File: src/design/tlblru_pkg.sv
// Shared constants, command and result codes, and types of the two-level TLB.
package tlblru_pkg;

  localparam int FIRST_ENTRIES_DEF  = 16;
  localparam int SECOND_ENTRIES_DEF = 64;
  localparam int PAGE_BITS_DEF      = 12;
  localparam int VIRT_BITS_DEF      = 48;
  localparam int PHYS_BITS_DEF      = 40;

  // Width of the access clock and of every age stamp.
  localparam int STAMP_W = 64;

  typedef enum logic [1:0] {
    CMD_XLATE = 2'd0,
    CMD_INVAL = 2'd1,
    CMD_FILL  = 2'd2,
    CMD_NONE  = 2'd3
  } cmd_t;

  typedef enum logic [1:0] {
    KIND_XLATE    = 2'd0,
    KIND_WALK     = 2'd1,
    KIND_WB       = 2'd2,
    KIND_INV_DONE = 2'd3
  } kind_t;

  // Control from the sequencer to the entry scanner.
  typedef struct packed {
    logic clr;  // restart the scan, forget all earlier entries
    logic vld;  // read data of one entry is present this cycle
  } scan_ctl_t;

endpackage

File: src/design/tlblru_scan.sv
// Entry scanner: finds the first matching valid entry and the replacement choice.
module tlblru_scan import tlblru_pkg::*; #(
  parameter int IDX_W  = 6,
  parameter int TAG_W  = 36,
  parameter int WORD_W = 130
) (
  input  logic               clk,
  input  logic               rst_n,
  input  scan_ctl_t          ctl,
  input  logic [IDX_W-1:0]   idx,
  input  logic               ent_valid,
  input  logic [TAG_W-1:0]   ent_tag,
  input  logic [STAMP_W-1:0] ent_stamp,
  input  logic [WORD_W-1:0]  ent_word,
  input  logic [TAG_W-1:0]   key,
  output logic               hit,
  output logic [IDX_W-1:0]   hit_idx,
  output logic [WORD_W-1:0]  hit_word,
  output logic [IDX_W-1:0]   pick_idx,
  output logic [WORD_W-1:0]  pick_word
);

  logic               hit_r, hit_nxt;
  logic               have_r, have_nxt;
  logic               inval_r, inval_nxt;
  logic [IDX_W-1:0]   hit_idx_r, hit_idx_nxt;
  logic [WORD_W-1:0]  hit_word_r, hit_word_nxt;
  logic [IDX_W-1:0]   pick_idx_r, pick_idx_nxt;
  logic [STAMP_W-1:0] pick_stamp_r, pick_stamp_nxt;
  logic [WORD_W-1:0]  pick_word_r, pick_word_nxt;
  logic               take;

  // An invalid entry wins at once; otherwise only a strictly older stamp
  // replaces the current choice, so the lowest index wins ties.
  assign take = ctl.vld &&
                (!have_r || (!inval_r && (!ent_valid || ent_stamp < pick_stamp_r)));

  always_comb begin
    hit_nxt        = hit_r;
    have_nxt       = have_r;
    inval_nxt      = inval_r;
    hit_idx_nxt    = hit_idx_r;
    hit_word_nxt   = hit_word_r;
    pick_idx_nxt   = pick_idx_r;
    pick_stamp_nxt = pick_stamp_r;
    pick_word_nxt  = pick_word_r;
    if (ctl.clr) begin
      hit_nxt   = 1'b0;
      have_nxt  = 1'b0;
      inval_nxt = 1'b0;
    end else begin
      if (ctl.vld && !hit_r && ent_valid && ent_tag == key) begin
        hit_nxt      = 1'b1;
        hit_idx_nxt  = idx;
        hit_word_nxt = ent_word;
      end
      if (take) begin
        have_nxt       = 1'b1;
        inval_nxt      = !ent_valid;
        pick_idx_nxt   = idx;
        pick_stamp_nxt = ent_stamp;
        pick_word_nxt  = ent_word;
      end
    end
  end

  always_ff @(posedge clk) begin
    if (!rst_n) begin
      hit_r   <= 1'b0;
      have_r  <= 1'b0;
      inval_r <= 1'b0;
    end else begin
      hit_r   <= hit_nxt;
      have_r  <= have_nxt;
      inval_r <= inval_nxt;
    end
  end

  always_ff @(posedge clk) begin
    hit_idx_r    <= hit_idx_nxt;
    hit_word_r   <= hit_word_nxt;
    pick_idx_r   <= pick_idx_nxt;
    pick_stamp_r <= pick_stamp_nxt;
    pick_word_r  <= pick_word_nxt;
  end

  assign hit       = hit_r;
  assign hit_idx   = hit_idx_r;
  assign hit_word  = hit_word_r;
  assign pick_idx  = pick_idx_r;
  assign pick_word = pick_word_r;

endmodule

File: config.mk
export PLATFORM = sky130hd
export DESIGN_NAME = tlblru_scan
export DESIGN_NICKNAME = d
export VERILOG_FILES = /design/src/design/tlblru_pkg.sv /design/src/design/tlblru_scan.sv
export SDC_FILE = /design/constraint.sdc
export NUM_CORES = 1
export LEC_CHECK = 0
export BUFFER_PORTS_ARGS = -buffer_cell sky130_fd_sc_hd__buf_2
export CELL_PAD_IN_SITES_DETAIL_PLACEMENT = 1
export CELL_PAD_IN_SITES_GLOBAL_PLACEMENT = 1
export CORE_AREA = 10 10 207 209
export DETAILED_ROUTE_END_ITERATION = 10
export DIE_AREA = 0 0 217 219
export GPL_TIMING_DRIVEN = 0
export PLACE_DENSITY = 0.71
export SLEW_MARGIN = 20
export SYNTH_ARGS = -nofsm -noshare
export SYNTH_HDL_FRONTEND = slang
export SYNTH_SLANG_ARGS = --single-unit
File: constraint.sdc
create_clock -name clk -period 53.3 [get_ports clk]
set_input_delay 7.995 -clock clk [delete_from_list [all_inputs] [get_ports clk]]
set_output_delay 7.995 -clock clk [all_outputs]
set_load 0.01 [all_outputs]
==> results of run 1 <==
==> cells by family after synthesis <==
kind of cell	after synthesis	share of synthesized area (%)
buf+inv	67	2.058
compound gates	57	2.796
simple gates	69	3.042
xor+xnor	36	2.581
flops	339	83.07
fa+ha+maj	63	6.452
==> worst paths after layout <==
check	startpoint	end	slack (ps)	cells past startpoint
worst max register to register	pick_stamp_r[11]$_DFFE_PP_	pick_idx[3]$_DFFE_PP_	49070	14
worst min-delay path	hit$_SDFFE_PP0P_	hit$_SDFFE_PP0P_	470	2
worst min register to register	hit$_SDFFE_PP0P_	hit$_SDFFE_PP0P_	470	2
worst max-delay path	ent_stamp[11]	pick_idx[3]$_DFFE_PP_	41830	14
==> Yosys cell counts (6+ instances only) <==
library cell,number
nand3_1,6
nor2_1,8
xor2_1,11
o21ai_0,14
nand2_1,20
nor4_1,7
ha_1,63
a21oi_1,30
inv_1,67
edfxtp_1,336
xnor2_1,25
nand4_1,16
==> registers in the layout, indices dropped and copies added, names as in the netlist <==
register and cells:
hit_word 130, pick_word 130, pick_stamp_r 64, hit_idx 6, pick_idx 6, have_r 1, hit 1, inval_r 1
==> per-layer routing <==
metal  GRT usage [%]  vias to the layer above  part of all wire (%)
met4           9.205                       14                   4.3
li1                -                     3661                     -
met1           16.08                     3939                    33
met3           6.575                       79                   9.2
met5               0                        -                  0.24
met2           31.74                      398                    54
==> tightest hold or removal path, delay by kind of cell (launching register included) <==
kind / cells / cell delay (ps)
AOI/OAI and AO/OA: 1 / 50
buffers and inverters: 1 / 50
DFF: 1 / 320
==> power by group <==
group | switching, W | leakage (nW) | internal (W)
Sequential | 0.00000317 | 3.16 | 0.000308
Clock | 0.000102 | 0.548 | 0.000141
Combinational | 0.0000329 | 3.46 | 0.0000230
Total | 0.000138 | 7.17 | 0.000472
==> final cells by class <==
| class | instances | share of cell area, % |
|---|---|---|
| Antenna cell | 12 | 0.1750 |
| Clock buffer | 47 | 5.739 |
| Clock inverter | 17 | 0.8677 |
| Inverter | 67 | 1.466 |
| Multi-Input combinational cell | 225 | 10.71 |
| Sequential cell | 339 | 59.15 |
| Tap cell | 518 | 3.777 |
| Timing Repair Buffer | 571 | 18.11 |
==> metrics by stage <==
step,utilization (%),hold slack (ps),std cells,area (um^2),total power [W]
finish,44.50,471.3,1796,17160,0.0006099
global route,44.46,502.3,1790,17140,0.0006351
CTS,44.43,481.2,1784,17130,0.0006197
detailed placement,41.48,472.4,1720,16000,0.0003742
global placement,40.50,444.7,1698,15610,0.0003792
floorplan,-,447.9,631,12220,0.0003460
==> results.yml, run 1 <==
cts:
  clock_path_buffers: 3
  post_cts_buffers: 0
  clock_latency_ps: 530
  cts.sinks: 339
  root_buffer: "clkbuf_16"
  cts_tree: "done"
  cts_buffers: 37
  htree_levels: 2
  ctsResizeCount: 0
  clkTransAtPathRegs_ps: 60
  cts_hold_buf: 0
synthesis:
  synth_area_leaders: "edfxtp_1, ha_1, inv_1, xnor2_1, a21oi_1"
  synth_nets: 971
  synth_top_area_share_pct: 82.58
  synth_seq_cells: 339
  ys_types: 33
  synth-edff-count: 336
  synthCells: 631
  avgSynthCellArea_um2: 19.36
  yosysTopAreaCell: "edfxtp_1"
  async_flop_share_pct: 0
  yosys_warnings: 0
  yosys_most_used_dff: "edfxtp_1"
  yosysSeqAreaShare_pct: 83.07
  syn_area_mm2: 0.01222
routing:
  dr.pass1.iters: 6
  routed_wl_um: 42890
  ant_nets: 0
  viasPerCell: 4.505
  routedWlPerCell_um: 23.88
  vias: 8091
  detail_route.iter0.violations: 561
  remaining_drc_errors: 0
placed_design:
  dp_slack_ps: 41060
  portBuffers: 549
  dp_hpwl_um: 34990
  finalWeightedCongestion: 0.7875
power:
  p_per_area_mw_per_mm2: 35.54
  p_leak_nw: 7.166
  power.ir.vdd_worst_v: 0.00002057
sta:
  rsz0062_at_grt: "false"
  clock.fmax_mhz: 87.20
  final_hold_viol_count: 0
  period_minus_slack_ps: 11470
  slew_viol_final: 0
  finClkSkew_ps: 14.40
  finalSetupTns_ps: 0
  worst_slack_ps: 41830
  worstMarginPinSlew_ps: 645.0
  min_period_over_period_pct: 21.52
  setup_violations: 0
  slew_headroom_pct: 56.40
global_routing:
  grt_max_degree: 27
  grt_pass1_vias: 9007
  grt_pass1_wl_um: 59690
  antenna_found_initial: 17
  globalRouteOverflowTotal: 0
  grtUsageTotal_pct: 17.18
worst_setup_path:
  critPathKind: "in2reg"
  crit_chain: "buf_2 -> ha_1 -> and4_4 -> a221oi_2 -> o211ai_1 -> a2111oi_1 -> nor4b_1 -> o31ai_4 -> buf_8 -> buf_8 -> buf_6 -> buf_6 -> buf_8 -> buf_8"
  critPathTopFamily: "compound AO/OA/AOI/OAI gates"
  critPathMaxStageDelay_ps: 630
  startpoint_type: "primary input"
  crit_required_ps: 53530
  arrival_ps: 11700
  cp_max_fo: 14
  crit_buf_inv: 7
  cp-end-kind: "register"
  cpMaxStageDelayCell: "o31ai_4"
  cp_common_cell: "buf_8"
floorplan:
  start_util_pct: 31.69
  core_area_mm2: 0.03856
  die_y_um: 219
  die_w_um: 217
  rows: 72
  pin_count: 550
  dieArea_mm2: 0.04752
final_layout:
  layout.cells.most_common: "buf_2"
  register_area_mm2: 0.01015
  drive_gt1_share_pct: 49.61
  mostFrequentLayoutCells: "buf_2, edfxtp_1, inv_1, ha_1, clkbuf_16"
  area_delta_synth_final_pct: 40.44
  final.fill_count: 4031
  multi_input_area_mm2: 0.001838
  nets: 1581
run_status:
  status: "completed"
flow_run:
  cap_violations: 0
worst_hold_path:
  worstHoldPathType: "reg2reg"
(Power assumes the default switching activity.)
==> run 2, diff against run 1 <==
PLACE_DENSITY = 0.73   (was 0.71)
clock period = 10.4 ns   (was 53.3 ns; I/O delays follow)
==> results.yml, run 2 (synthesis gave the netlist of run 1 again) <==
cts:
  clock_path_buffers: 3
  root_buffer: "clkbuf_16"
  cts_tree: "done"
  cts_buffers: 36
  htree_levels: 2
  post_cts_buffers: 0
  clock_latency_ps: 540
  cts.sinks: 339
  cts_hold_buf: 0
  ctsResizeCount: 0
  clkTransAtPathRegs_ps: 60
placed_design:
  portBuffers: 549
  dp_hpwl_um: 36380
  finalWeightedCongestion: 0.8220
  dp_slack_ps: 4616
  placed_area_mm2: 0.01600
power:
  p_leak_nw: 7.137
  p_per_area_mw_per_mm2: 179.4
  power.ir.vdd_worst_v: 0.0001018
floorplan:
  die_w_um: 217
  start_util_pct: 31.69
  core_area_mm2: 0.03856
  die_y_um: 219
  dieArea_mm2: 0.04752
  rows: 72
  pin_count: 550
sta:
  rsz0062_at_grt: "false"
  finalSetupTns_ps: 0
  finClkSkew_ps: 27.29
  slew_viol_final: 0
  clock.fmax_mhz: 198.7
  period_minus_slack_ps: 5034
  slew_headroom_pct: 47.35
  setup_violations: 0
  final_hold_viol_count: 0
  min_period_over_period_pct: 48.40
  worst_slack_ps: 5366
  worstMarginPinSlew_ps: 787.8
flow_run:
  cap_violations: 0
worst_setup_path:
  reg2reg_setup_slack_ps: 6180
  critPathMaxStageDelay_ps: 730
  cp-end-kind: "register"
  cp_max_fo: 15
  critPathKind: "in2reg"
  crit_required_ps: 10630
  crit_chain: "buf_2 -> ha_1 -> and4_4 -> a221oi_2 -> o211ai_1 -> a2111oi_1 -> nor4b_1 -> o31ai_4 -> buf_8 -> buf_8 -> buf_8 -> buf_6 -> buf_6"
  arrival_ps: 5270
  reg2reg_depth: 13
  cp_common_cell: "buf_8"
  startpoint_type: "primary input"
  cpMaxStageDelayCell: "o31ai_4"
global_routing:
  grt_max_degree: 26
  globalRouteOverflowTotal: 0
  grtUsageTotal_pct: 17.47
  antenna_found_initial: 7
  grt_pass1_wl_um: 60240
  grt_pass1_vias: 8710
routing:
  vias: 8057
  routed_wl_um: 43900
  ant_nets: 0
  routedWlPerCell_um: 24.62
  viasPerCell: 4.519
  remaining_drc_errors: 0
  detail_route.iter0.violations: 597
  dr.pass1.iters: 7
final_layout:
  area_delta_synth_final_pct: 39.73
  nets: 1580
  layout.cells.most_common: "buf_2"
  fin_area_mm2: 0.01707
  drive_gt1_share_pct: 49.33
  mostFrequentLayoutCells: "buf_2, edfxtp_1, inv_1, ha_1, clkbuf_16"
run_status:
  status: "completed"
worst_hold_path:
  worstHoldPathCells: 2
  worstHoldPathType: "reg2reg"
-- run 2: final timing paths --
check	start	endpoint
worst min register to register	hit$_SDFFE_PP0P_	hit$_SDFFE_PP0P_
worst min-delay path	hit$_SDFFE_PP0P_	hit$_SDFFE_PP0P_
worst max-delay path	ent_stamp[11]	pick_word[3]$_DFFE_PP_
worst max register to register	pick_stamp_r[11]$_DFFE_PP_	pick_word[3]$_DFFE_PP_
-- run 2: layer usage --
metal | wire length, um | part of all wire [%] | vias up | global-route usage, %
li1 | - | - | 3633 | -
met1 | 15100 | 34 | 3883 | 17.62
met2 | 22420 | 51 | 444 | 31.02
met3 | 4070 | 9.3 | 87 | 6.602
met4 | 2243 | 5.1 | 10 | 8.972
met5 | 65 | 0.15 | - | 0
-- run 2: power breakdown --
part	switching (W)	internal, W	total [W]
combinational	0.000173	0.000119	0.000292
sequential	0.0000152	0.00158	0.00160
clock	0.000509	0.000665	0.00117
total	0.000697	0.00237	0.00306
-- run 2: through the flow --
stage | instances | total power [W] | util, % | hold slack [ps]
CTS | 1781 | 0.003109 | 44.27 | 472.7
global route | 1782 | 0.003187 | 44.27 | 514.3
global placement | 1698 | 0.001908 | 40.53 | 454.0
floorplan | 631 | 0.001748 | - | 447.9
finish | 1783 | 0.003062 | 44.28 | 464.6
detailed placement | 1720 | 0.001922 | 41.51 | 457.3
-- run 2: area by class of cell --
cell class	count	area [um^2]
diodes	2	5.005
clock buffers	46	980.9
clock inverters	15	82.58
fillers	4057	21480
inverters	67	251.5
multi-input cells	225	1838
flip-flops and latches	339	10150
well taps	518	648.1
repair buffers	571	3117
-- run 2: critical path: cells and delay by family --
kind	cells	cell delay, ps
compound gates	4	1750
buf+inv	6	1150
simple gates	2	430
fa+ha+maj	1	330
