## config.mk

```make
export PLATFORM = sky130hd
export DESIGN_NAME = tlblru_ram
export DESIGN_NICKNAME = d
export VERILOG_FILES = /design/src/design/tlblru_ram.sv
export SDC_FILE = /design/constraint.sdc
export NUM_CORES = 1
export LEC_CHECK = 0
export BUFFER_PORTS_ARGS = -buffer_cell sky130_fd_sc_hd__buf_2
export CORE_ASPECT_RATIO = 0.75
export CORE_MARGIN = 4
export CORE_UTILIZATION = 40
export DETAILED_ROUTE_END_ITERATION = 7
export HOLD_SLACK_MARGIN = 0.02
export SETUP_SLACK_MARGIN = 0.05
export SLEW_MARGIN = 5
export SYNTH_ARGS = -nofsm -noshare
export SYNTH_HDL_FRONTEND = slang
export SYNTH_SLANG_ARGS = --single-unit
```

## constraint.sdc

```tcl
create_clock -name clk -period 2 [get_ports clk]
set_input_delay 0.1 -clock clk [delete_from_list [all_inputs] [get_ports clk]]
set_output_delay 0.1 -clock clk [all_outputs]
set_load 0.005 [all_outputs]
```

## src/design/tlblru_ram.sv

```systemverilog
// Generic single-clock RAM with one write port and one registered read port.
module tlblru_ram #(
  parameter int WIDTH = 8,
  parameter int DEPTH = 16
) (
  input  logic                                  clk,
  input  logic                                  wr_en,
  input  logic [(DEPTH > 1 ? $clog2(DEPTH) : 1)-1:0] wr_addr,
  input  logic [WIDTH-1:0]                      wr_data,
  input  logic [(DEPTH > 1 ? $clog2(DEPTH) : 1)-1:0] rd_addr,
  output logic [WIDTH-1:0]                      rd_data
);

  logic [WIDTH-1:0] mem [DEPTH];
  logic [WIDTH-1:0] rd_data_r;

  always_ff @(posedge clk) begin
    if (wr_en) begin
      mem[wr_addr] <= wr_data;
    end
    rd_data_r <= mem[rd_addr];
  end

  assign rd_data = rd_data_r;

endmodule

```

==> results of run 1 <==
cell type report:
type	instances	area share, %
sequential	136	65.6
timing repair buffer	44	4.80
clock inverter	4	0.738
multi-input combinational	83	17.3
tap	166	3.40
clock buffer	28	8.14
path summary, 6_finish.rpt:
check / startpoint / to / slack (ps) / depth (start not counted)
worst max-delay path: mem[1][0] / rd_data[0] / 690 / 3
worst min register to register: mem[14][1] / rd_data[1] / 670 / 3
worst max register to register: mem[1][0] / rd_data[0] / 690 / 3
worst min-delay path: wr_data[4] / mem[4][4] / 70 / 1
worst register-to-register path, stage by stage, from the launching register on:
cell and delay, ps:
edfxtp_1 360, mux4_1 500, a22oi_1 250, nand2_1 90
per-stage QoR:
stage / utilization [%] / cells / worst slack [ps]
6_report: 49.1 / 461 / 689
5_1_grt: 49.1 / 461 / 586
4_1_cts: 49.1 / 461 / 646
3_5_place_dp: 44.7 / 429 / 414
3_3_place_gp: 44.7 / 429 / 409
2_1_floorplan: - / 229 / 407
flip-flops by register name (all words and copies together), names as in the netlist:
| register | cells |
|---|---|
| mem | 128 |
| rd_data | 8 |
logic make-up after synthesis:
family,count (synthesis),synth area share (%)
buf+inv,10,1.68
mux,32,15.0
compound gates,16,2.33
flops,136,77.8
simple gates,35,3.18
synth_stat cells (all sizes together):
cell,number,share of area [%]
a22oi,16,2.3
nor2,13,0.95
clkdlybuf4s25,3,0.58
or3b,1,0.17
buf,7,1.1
nor2b,1,0.12
nand3b,2,0.29
dfxtp,8,3.1
nand2,9,0.66
nand3,1,0.097
nor3,4,0.39
mux4,32,15
nand2b,2,0.24
and2b,1,0.15
and2,1,0.12
edfxtp,128,75
power by group:
group / internal [W] / switching (W) / total, W
clock network: 0.00180 / 0.00105 / 0.00285
registers: 0.00319 / 0.0000192 / 0.00321
logic: 0.000128 / 0.000161 / 0.000288
per-layer routing:
layer  GRT usage (%)  share of wire [%]  vias to the layer above
met5               0                  0                        -
met4            4.40                1.1                        0
met3            4.41                9.5                       12
met2            19.5                 43                      100
met1            22.0                 46                     1218
li1                -                  -                     1083
==> qor.txt, run 1 <==
I/O pin total -> 26
Crit path required time -> 2300 ps
Initial Util -> 41.4%
Initial antenna violation count -> 0
Share of post-route cells with drive strength above 1 -> 29.5%
Kind of critical path -> flip-flop to flip-flop
Resized Gates After CTS -> 0
PD cells -> 1040 nW/um^2
Startpoint Class -> flip-flop
Routed WL -> 9.78 mm
Worst-path clk slew -> 60 ps
CP top delay family -> multiplexers
Final Setup Violations -> 0
Max incr delay on CP -> 500 ps
Drt pass-1 iters -> 4
FILL cells -> 1021
Syn Inst Count -> 229
First-pass GRT wire length -> 15.3 mm
CTS tree -> yes
Row cnt -> 35
Unique masters post-synth -> 19
Total track usage -> 14.3%
Post-Syn Area -> 5150 sq um
Final-report hold violation count -> 0
Worst path bufs/invs -> 0
Worst Hold Class -> input port to flip-flop
Syn_area_per_cell -> 22.5 sq um
Leakage -> 2.07 nW
Synth Net Count -> 247
Die H -> 106 um
P&R area growth vs syn -> 18.6%
Placed cell area -> 5560 sq um
Period utilization -> 65.5%
Die Span X -> 139 um
CP max FO -> 1
Total Power -> 0.00635 W
Outcome -> completed
Highest-count cells in the layout ignoring fill and taps -> edfxtp_1, buf_2, mux4_2, clkbuf_16, buf_4
Achievable Freq -> 0.763 GHz
Cts hold-fix bufs -> 0
Synthesized flop and latch total -> 136
Drt drc -> 0
Die footprint -> 14800 sq um
DR WL/cell -> 21.2 um
Root Buffer -> clkbuf_16
VDD IR-drop max -> 607 uV
TritonCTS Buffers -> 17
Remaining Overflow, GRT -> 0
Min Hold Slack -> 66.9 ps
Register area share after synthesis -> 77.8%
Worst path cell trace -> mux4_1 -> a22oi_1 -> nand2_1
1st-iter DRT viols -> 220
Most common cell after layout, fill and taps aside -> edfxtp_1
Buffers inserted by post-CTS timing repair -> 0
Clock Path Buffers -> 2
Post-DRT Antenna Nets -> 0
Pin count of the biggest net entering global routing -> 33
Max-cap violation count -> 0
Worst slew pin tran -> 696 ps
Fin. max-slew vios -> 0
Vias per cell -> 5.23
Clk sinks -> 136
Footprint of the multi-input gates -> 1060 sq um
Slowest stage cell, crit path -> mux4_1
H-tree levels -> 4
Reg area -> 4000 sq um
Design area -> 6100 sq um
Tmin final -> 1310 ps
PortBufs -> 25
Setup TNS -> 0 ps
DR vias -> 2413
DP HPWL -> 6.24 mm
RePlAce Congestion -> 0.727
Core ar. -> 12400 sq um
WP data arrival -> 1610 ps
Worst skew pair latency -> 410 ps
Nets -> 300
Critical path endpoint category -> flip-flop
Rel. slew slack -> 53.4%
RSZ-0062 raised after global routing -> no
Number of global-route vias before repair -> 2495
Synth warnings -> 0
Diodes inserted -> 0
Skew final -> 7.50 ps
No activity file was read; power rests on OpenSTA's default activity.
==> inputs of run 2 (changes only) <==
clock period = 1.31 ns   (was 2 ns; I/O delays follow)
==> run 2 against run 1 <==
  * Final cell count rose by 2.2%
  * Largest cell class unchanged
  * Clock power increased by 91%
  * Via count is 2.4% higher
==> qor.txt, run 2 (same netlist as run 1, synthesis figures left out) <==
Outcome -> completed
P&R area growth vs syn -> 22.9%
Leakage -> 2.12 nW
H-tree levels -> 4
Tmin final -> 1270 ps
RePlAce Congestion -> 0.764
WP data arrival -> 1550 ps
Sw power -> 0.00201 W
Die Span X -> 139 um
Pin count of the biggest net entering global routing -> 17
Row cnt -> 35
Die H -> 106 um
Largest Register -> mem
Rel. slew slack -> 31.5%
Switching Fraction -> 18.5%
CTS tree -> yes
Initial antenna violation count -> 0
1st-iter DRT viols -> 163
Most common cell after layout, fill and taps aside -> edfxtp_1
Share of post-route cells with drive strength above 1 -> 40.3%
Diodes inserted -> 0
Combinational share of power -> 4.6%
Achievable Freq -> 0.790 GHz
CP max FO -> 1
Drt pass-1 iters -> 4
Number of global-route vias before repair -> 2654
Nets -> 310
Drt drc -> 0
Initial Util -> 41.4%
FILL cells -> 1019
VDD IR-drop max -> 1010 uV
Clk sinks -> 136
Final Setup Violations -> 0
Root Buffer -> clkbuf_16
Worst slew pin tran -> 1030 ps
Routed WL -> 10.4 mm
Worst slack, placed -> -236 ps
Period utilization -> 96.6%
Post-DRT Antenna Nets -> 0
Crit path required time -> 1600 ps
PD cells -> 1710 nW/um^2
RSZ-0062 raised after global routing -> yes
Total track usage -> 15.4%
Die footprint -> 14800 sq um
Worst-path clk slew -> 60 ps
Vias per cell -> 5.25
Cts hold-fix bufs -> 0
Setup TNS -> 0 ps
Post-route worst setup slack -> 44.3 ps
Register share of total power -> 45.2%
Core ar. -> 12400 sq um
Worst Hold Class -> input port to flip-flop
Max reg flops -> 128
Max-cap violation count -> 0
Remaining Overflow, GRT -> 0
Startpoint Class -> flip-flop
I/O pin total -> 26
Critical path endpoint category -> flip-flop
Total Power -> 0.0108 W
Highest-count cells in the layout ignoring fill and taps -> edfxtp_1, mux4_2, buf_4, buf_2, clkbuf_16
Worst skew pair latency -> 410 ps
TritonCTS Buffers -> 17
Kind of critical path -> flip-flop to flip-flop
Clock group share of total power -> 50.2%
DP HPWL -> 6.58 mm
Clock Path Buffers -> 2
PortBufs -> 25
DR vias -> 2471
First-pass GRT wire length -> 16.3 mm
Fin. max-slew vios -> 0
Final-report hold violation count -> 0
Min Hold Slack -> 39.8 ps
Internal cell power -> 0.00883 W
DR WL/cell -> 22.1 um
Skew final -> 4.67 ps
run 2: critical path, cell delays in order (launching register included):
cell,delay [ps]
edfxtp_1,370
mux4_2,480
a22oi_2,210
nand2_1,80
run 2: what timing repair did:
action / 4_1_cts / 5_1_grt
resized for setup: 13 / 8
buffers inserted: 0 / 0
setup endpoints to repair: 6 / 8
pin swaps: 4 / 2
run 2: path summary, 6_finish.rpt:
| kind | startpoint | endpoint | slack, ps | depth (start not counted) |
|---|---|---|---|---|
| setup / recovery | mem[8][4] | rd_data[4] | 40 | 3 |
| hold / removal | wr_data[0] | mem[13][0] | 40 | 1 |
| setup reg to reg | mem[8][4] | rd_data[4] | 40 | 3 |
| hold reg to reg | mem[4][5] | rd_data[5] | 680 | 3 |
run 2: area by class of cell:
| cell class | instances | area [sq um] | share of cell area, % |
|---|---|---|---|
| sequential | 136 | 4000 | 63.3 |
| multi-input combinational | 83 | 1050 | 16.7 |
| clock buffer | 17 | 425 | 6.72 |
| timing repair buffer | 54 | 380 | 6.01 |
| clock inverter | 15 | 255 | 4.03 |
| tap | 166 | 208 | 3.28 |
run 2: stage by stage:
step	cells	util, %	area (sq um)
after floorplan	229	-	5150
after global placement	439	45.5	5650
after detailed placement	439	45.5	5650
after CTS	471	51.0	6340
after global routing	471	50.9	6330
final	471	50.9	6330
run 2: power groups by stage:
stage | combinational, W | clock (W) | sequential (W)
final | 0.000498 | 0.00544 | 0.00490
after global routing | 0.000547 | 0.00575 | 0.00491
after CTS | 0.000502 | 0.00552 | 0.00490
after detailed placement | 0.000484 | 0 | 0.00499
after global placement | 0.000469 | 0 | 0.00499
after floorplan | 0.000247 | 0 | 0.00498
run 2: routing by layer:
layer	part of all wire [%]	wire, um	track usage, %	vias to the layer above
li1	-	-	-	1091
met3	7.2	746	4.90	8
met2	46	4800	22.1	80
met4	0.65	68	3.98	0
met5	0	0	0	-
met1	46	4780	22.7	1292
==> inputs of run 3 (changes only) <==
CORE_UTILIZATION = 50   (was 40)
PLACE_DENSITY = 0.67   (was unset)
SETUP_SLACK_MARGIN = unset   (was 0.05)
==> run 3 against run 2 <==
  * Setup slack lost 21 ps
  * Register-to-register slack lost 20 ps
  * Clock skew grew 4.3 ps
  * Final cell count shrank 8.5%
  * Largest power group is now sequential cells
==> qor.txt, run 3 (same netlist as run 1, synthesis figures left out) <==
Worst Hold Class -> input port to flip-flop
Clock Path Buffers -> 2
Achievable Freq -> 0.777 GHz
Drt drc -> 0
Pin count of the biggest net entering global routing -> 20
CP Depth -> 3
Min Hold Slack -> 30.6 ps
Highest-count cells in the layout ignoring fill and taps -> edfxtp_1, buf_2, mux4_2, buf_4, clkbuf_16
RePlAce Congestion -> 0.737
Post-DRT Antenna Nets -> 0
PortBufs -> 25
Largest Register -> mem
Design area -> 6070 sq um
Initial antenna violation count -> 1
DR vias -> 2464
RSZ-0062 raised after global routing -> yes
CP max FO -> 1
Kind of critical path -> flip-flop to flip-flop
Startpoint Class -> flip-flop
Fin. max-slew vios -> 0
Critical path endpoint category -> flip-flop
Rel. slew slack -> 34.8%
Cts hold-fix bufs -> 0
Outcome -> completed
Die footprint -> 12000 sq um
Vias per cell -> 5.72
Worst path cell trace -> mux4_2 -> a22oi_2 -> nand2_1
DR WL/cell -> 23.1 um
Worst skew pair latency -> 410 ps
Routed WL -> 9.95 mm
Final Setup Violations -> 0
WP data arrival -> 1570 ps
R2r worst-path depth -> 3
I/O pin total -> 26
Crit path required time -> 1590 ps
DP HPWL -> 6.44 mm
Die Span X -> 125 um
CTS tree -> yes
Max reg flops -> 128
Worst Hold Depth -> 1
Most common cell after layout, fill and taps aside -> edfxtp_1
First-pass GRT wire length -> 15.1 mm
Placed cell area -> 5550 sq um
P&R area growth vs syn -> 18.0%
Remaining Overflow, GRT -> 0
VDD IR-drop max -> 990 uV
PD cells -> 1560 nW/um^2
Setup TNS -> 0 ps
Max-cap violation count -> 0
Tmin final -> 1290 ps
Row cnt -> 31
Die H -> 95.9 um
Root Buffer -> clkbuf_16
Nets -> 304
Worst-path clk slew -> 60 ps
Diodes inserted -> 0
Max incr delay on CP -> 480 ps
Worst R2R Setup Slack -> 20 ps
1st-iter DRT viols -> 320
Initial Util -> 52.2%
Number of global-route vias before repair -> 2530
Worst path bufs/invs -> 0
Final-report hold violation count -> 0
Share of post-route cells with drive strength above 1 -> 35.1%
Total track usage -> 18.0%
Slowest stage cell, crit path -> mux4_2
Total Power -> 0.00945 W
TritonCTS Buffers -> 17
Leakage -> 2.06 nW
Worst slew pin tran -> 976 ps
H-tree levels -> 4
Skew final -> 8.95 ps
Drt pass-1 iters -> 4
CP top delay family -> multiplexers
Core ar. -> 9850 sq um
Clk sinks -> 136
Period utilization -> 98.3%
## run 3: final cells by class
class | instances | area (sq um)
flip-flops and latches | 136 | 4000
fillers | 715 | 3780
multi-input cells | 83 | 1070
clock buffers | 26 | 479
repair buffers | 48 | 323
well taps | 132 | 165
clock inverters | 6 | 28.8
## run 3: where the power goes
group          internal [W]  total, W  switching, W
combinational      0.000211  0.000469      0.000257
sequential          0.00487   0.00490     0.0000342
clock               0.00249   0.00408       0.00159
## run 3: worst paths after layout
path,startpoint,to
worst min-delay path,wr_data[6],mem[10][6]
worst min register to register,mem[15][1],rd_data[1]
worst max register to register,mem[3][6],rd_data[6]
worst max-delay path,mem[3][6],rd_data[6]
## run 3: worst reg2reg max path: cells and delay by family (launching register included)
kind / cells / cell delay [ps]
flip-flops: 1 / 360
AND/OR/NAND/NOR: 1 / 120
multiplexers: 1 / 480
AO/OA/AOI/OAI: 1 / 200
## run 3: per-layer routing
layer	global-route usage, %	routed length [um]	share of wire [%]
met1	25.1	4480	45
met2	26.7	4610	46
met3	6.54	737	7.4
met4	6.23	112	1.1
met5	0	7	0.070
## run 3: per-stage QoR
stage	instances	util, %	setup slack, ps
2_1_floorplan	229	-	-21.6
3_3_place_gp	399	56.4	-171
3_5_place_dp	399	56.4	-228
4_1_cts	431	61.7	5.08
5_1_grt	431	61.7	-14.6
6_report	431	61.7	22.8
## run 3: what timing repair did
item                                    CTS  global route
pin swaps                                 0             2
resized for setup                         6             7
hold endpoints to repair                  0             0
endpoints found under the setup margin    5             7
setup buffers                             0             0
